**src/design/alkvs_pkg.sv**
```systemverilog
`timescale 1ns / 1ps
// ----------------------------------------------------------------------------
// alkvs_pkg
// Shared types and constants of the append-only key/value log.
// ----------------------------------------------------------------------------
package alkvs_pkg;

  localparam int unsigned LOG_ENTRIES_DEF = 512;
  localparam int unsigned KEY_W           = 32;
  localparam int unsigned VAL_W           = 32;

  localparam logic FUNC_APPEND = 1'b0;
  localparam logic FUNC_LOOKUP = 1'b1;

  typedef enum logic [1:0] {
    ST_IDLE,
    ST_APPEND,
    ST_SCAN,
    ST_DONE
  } state_t;

  typedef struct packed {
    logic capture;
    logic append;
    logic scan_en;
    logic record_hit;
    logic record_miss;
    logic load_out;
  } cmd_t;

  typedef struct packed {
    logic lookup;
    logic match;
    logic exhausted;
    logic out_free;
  } status_t;

endpackage

```
**src/design/alkvs_ctrl.sv**
```systemverilog
`timescale 1ns / 1ps
// ----------------------------------------------------------------------------
// alkvs_ctrl
// Controller: sequences capture, append, backward scan and result handoff.
// ----------------------------------------------------------------------------
module alkvs_ctrl
  import alkvs_pkg::*;
(
  input  logic    clk,
  input  logic    rst,
  input  logic    in_valid,
  output logic    in_ready,
  input  status_t status,
  output cmd_t    cmd
);

  state_t state;
  state_t state_next;

  always_ff @(posedge clk) begin
    if (rst) begin
      state <= ST_IDLE;
    end else begin
      state <= state_next;
    end
  end

  always_comb begin
    state_next = state;
    case (state)
      ST_IDLE: begin
        if (in_valid) begin
          state_next = status.lookup ? ST_SCAN : ST_APPEND;
        end
      end
      ST_APPEND: begin
        state_next = ST_DONE;
      end
      ST_SCAN: begin
        if (status.match || status.exhausted) begin
          state_next = ST_DONE;
        end
      end
      ST_DONE: begin
        if (status.out_free) begin
          state_next = ST_IDLE;
        end
      end
      default: begin
        state_next = ST_IDLE;
      end
    endcase
  end

  always_comb begin
    cmd      = '0;
    in_ready = 1'b0;
    case (state)
      ST_IDLE: begin
        in_ready    = 1'b1;
        cmd.capture = in_valid;
      end
      ST_APPEND: begin
        cmd.append = 1'b1;
      end
      ST_SCAN: begin
        cmd.scan_en     = 1'b1;
        cmd.record_hit  = status.match;
        cmd.record_miss = status.exhausted && !status.match;
      end
      ST_DONE: begin
        cmd.load_out = status.out_free;
      end
      default: begin
        cmd = '0;
      end
    endcase
  end

endmodule

```
**config.mk**
```make
export PLATFORM = sky130hd
export DESIGN_NAME = alkvs_ctrl
export DESIGN_NICKNAME = d
export VERILOG_FILES = /design/src/design/alkvs_pkg.sv /design/src/design/alkvs_ctrl.sv
export SDC_FILE = /design/constraint.sdc
export NUM_CORES = 1
export LEC_CHECK = 0
export BUFFER_PORTS_ARGS = -buffer_cell sky130_fd_sc_hd__buf_4
export CAP_MARGIN = 20
export CELL_PAD_IN_SITES_DETAIL_PLACEMENT = 0
export CELL_PAD_IN_SITES_GLOBAL_PLACEMENT = 1
export CORE_AREA = 5 5 42 44
export CTS_BUF_LIST = sky130_fd_sc_hd__clkbuf_16
export CTS_CLUSTER_DIAMETER = 60
export DETAILED_ROUTE_END_ITERATION = 10
export DIE_AREA = 0 0 47 49
export PLACE_DENSITY = 0.5
export SYNTH_ARGS = -nofsm -noshare
export SYNTH_HDL_FRONTEND = slang
export SYNTH_SLANG_ARGS = --single-unit
```
**constraint.sdc**
```tcl
create_clock -name clk -period 1.8 [get_ports clk]
set_input_delay 0.27 -clock clk [delete_from_list [all_inputs] [get_ports clk]]
set_output_delay 0.27 -clock clk [all_outputs]
set_load 0.01 [all_outputs]
```
Word-level counts from Yosys, hierarchy flattened

Cells that the tools add are included.

Register bits: 2
Bits of input ports: 7
Output and inout bits: 7

Equal/unequal tests: 6
Reduce and logical (&&, ||, !) cells: 5
Muxes and demuxes: 10

Operator list:

| cell               | number |
|---|---|
| $mux 2             | 4 |
| $pmux 2 s4         | 1 |
| $ne 2x2->1 const B | 3 |
| $eq 2x2->1 const B | 2 |
| $mux 1             | 4 |
| $mux 3             | 1 |
| $reduce_and 3->1   | 1 |
| $eq 2x1->1 const B | 1 |
| $logic_not 2->1    | 1 |
| $logic_and 1x1->1  | 1 |
| $logic_not 1->1    | 1 |
| $logic_or 1x1->1   | 1 |

Longest topological paths before layout

Depth in word-level cells: 3
Mapped depth: 5

Least setup slack after synthesis

No wires, ideal clock.

Path kind: reg-to-reg
Start point: register state[0]
End point: register state[1]
Period minus slack after synthesis: 1.504 ns
Slack: 0.296 ns
Arrival: 1.381 ns
Data required time: 1.677 ns
Cell stages (with the launch flop): 5
Setup time: 0.123 ns
Path through: dfxtp_1 -> inv_1 -> ha_1 -> a221oi_2 -> mux2_1

Cells in the longest elaborated chain, start to end: 3

RTL lines:

| element                                       | RTL line         | source |
|---|---|---|
| start: declaration                            | alkvs_ctrl.sv:17 | `state_t state;` |
| start signal: assignment                      | alkvs_ctrl.sv:24 | `state <= state_next;` |
| $eq 2x2->1 or $logic_not 2->1 (tied branches) | alkvs_ctrl.sv:30 | `case (state)` |
| $ne 2x2->1 (no source line)                   | --               |  |
| $reduce_and 3->1 (no source line)             | --               |  |

Parallel ways exist; a longest one is shown, timed or not.
A chain may end at the register's enable or synchronous reset.

Worst setup path in the final report

Ends and elaborated chain as after synthesis.

==> out/results.tsv <==
metric	value	unit
status	complete, no violations	
drive_gt1_share	40.48	%
drt_pass1_iterations	4	
power_density	1732	nW/um^2
rsz0062_at_grt	no	
fin_crit	1555	ps
clock_path_buffers	2	
tightest_slew	289.1	ps
cts.clk_slew.worst_paths	30	ps
fmax	643.0	MHz
diodes	0	
fin_skew	2.462	ps
htree_levels	1	
post_cts_buffers	0	
yosysWarnings	0	
final_hold_viol_count	0	
cts_buffers	3	
cts_sinks	2	
hp-start	rst	
reg_top3	state (2)	
die_y	49	um
yosysTopAreaCell	ha_1	
via_per_inst	3.845	
worst_path_max_delay_cell	dfxtp_1	
drtAntennaViolNets	0	
largest_reg_flops	2	
mappedNetlistArea	222.7	sq um
cts_tree	yes	
post-route-period-util	86.39	%
critPathLaunchType	register	
cellLeakagePower	0.0002165	uW
setup_tns	0	ps
final_nets	56	
gp_congestion	0.7103	
syn_inst	26	
fillers	150	
grt_start_max_net_pins	7	
grt-ovfl-total	0	
ir_worst_vdd	0.7684	mV
hold_class	input port to register	
worstPathCellList	inv_1 -> ha_1 -> a221oi_2 -> mux2_1	
wl_per_cell	9.638	um
grt_pass1_vias	192	
grt_usage	6.048	%
wl	559	um
syn-mean-instance-area	8.566	sq um
crit_buf_inv	1	
max_stage_delay	370	ps
maxCapViolCount	0	
drt_iter0_drc	2	
whs_path_depth	3	
end_kind	register	
crit_type	register to register	
drc	0	
critPathRequiredTime	1900	ps
relSlewSlack	80.72	%
via_count	223	
cp-startpoint	state[0]$_SDFFE_PP0P_	
fin_util	29.64	%
r2r-end	state[1]$_SDFFE_PP0P_	
cts_resized	0	
hold_buffers	0	
ys_ff_latch	2	
whs_endpoint	state[0]$_SDFFE_PP0P_	
whs	358.3	ps
drv_slew	0	
dpl-instance-area	340.3	sq um
cp_top_family	flip-flops	
start_util	15.89	%
port_buffers	13	
clk_latency	220	ps
core	1401	sq um
finalInstanceArea	415.4	sq um
finalSetupViolations	0	
synth_top_area_share	28.09	%
fin_total_pwr	719.5	uW
grt_pass1_wl	938	um
layout_commonest_cell	buf_4	
rows	14	
rrSetupSlack	240	ps
syn_to_final_growth	86.52	%
cts_root_buffer	clkbuf_16	
r2r_cells	4	
io_pins	14	
synthTopCellsByArea	ha_1 (28%), dfxtp_1 (18%), mux2i_1 (9.0%)	
cp.arrival	1660	ps
die_w	47	um
dieArea	2303	sq um
yosysSeqAreaShare	17.98	%
antenna_found_initial	0	
r2r_start	state[0]$_SDFFE_PP0P_	
largest-register	state	
yosys.cell_types.count	12	
final_cell_mix	buf_4 (13), nor2_1 (5), ha_1 (5)	
critical_path.max_fanout	6	
synthesis.nets	38	
[worst max path at each step]
stage,end,slack [ps],depth (start not counted)
3_3_place_gp,state[1]$_SDFFE_PP0P_,240,4
5_1_grt,state[1]$_SDFFE_PP0P_,110,4
2_1_floorplan,state[1]$_SDFFE_PP0P_,300,4
6_report,state[1]$_SDFFE_PP0P_,240,4
4_1_cts,state[1]$_SDFFE_PP0P_,220,4
3_5_place_dp,state[1]$_SDFFE_PP0P_,220,4
[cells by family (layout without fill, tap and decap cells)]
logic type	count (synthesis)	in the layout	synth area share, %
mux	3	3	14.04
compound gates	2	2	10.67
buf+inv	3	19	5.056
simple gates	11	11	24.16
flops	2	2	17.98
fa+ha+maj	5	5	28.09
[metal layers]
layer	vias up	GRT usage [%]	share of wire [%]
met5	-	0	0
met4	0	5.530	2.9
met3	4	3.690	21
met2	16	6.109	31
met1	86	8.096	44
li1	117	-	-
[final cells by class]
class                           instances  area (sq um)  area share (%)
Multi-Input combinational cell         21         171.4           41.27
Inverter                                3         11.26           2.711
Timing Repair Buffer                   13         97.59           23.49
Tap cell                               16         20.02           4.819
Sequential cell                         2         40.04           9.639
Clock buffer                            3         75.07           18.07
[through the flow]
step / setup slack (ps) / instances
final: 244.9 / 58
after global routing: 111.4 / 58
after CTS: 223.2 / 58
after detailed placement: 220.1 / 55
after global placement: 236.2 / 55
after floorplan: 295.5 / 26
[synth_stat cells, drive strengths merged]
cell / n
ha: 5
nor2: 5
and2: 3
inv: 3
dfxtp: 2
mux2i: 2
a211o: 1
a221oi: 1
mux2: 1
nand2: 1
nand2b: 1
nor2b: 1
[where the power goes]
| part | internal [uW] | switching, uW | leakage (uW) |
|---|---|---|---|
| combinational | 159 | 147 | 0.000163 |
| sequential | 64.0 | 19.2 | 0.0000166 |
| clock | 282 | 48.3 | 0.0000370 |
| total | 505 | 214 | 0.000217 |
[worst reg2reg max path: stages, from the launching register on]
cell and delay (ps):
dfxtp_1 370, inv_1 90, ha_1 280, a221oi_2 350, mux2_1 350
Power figures use the tool's default switching activity.
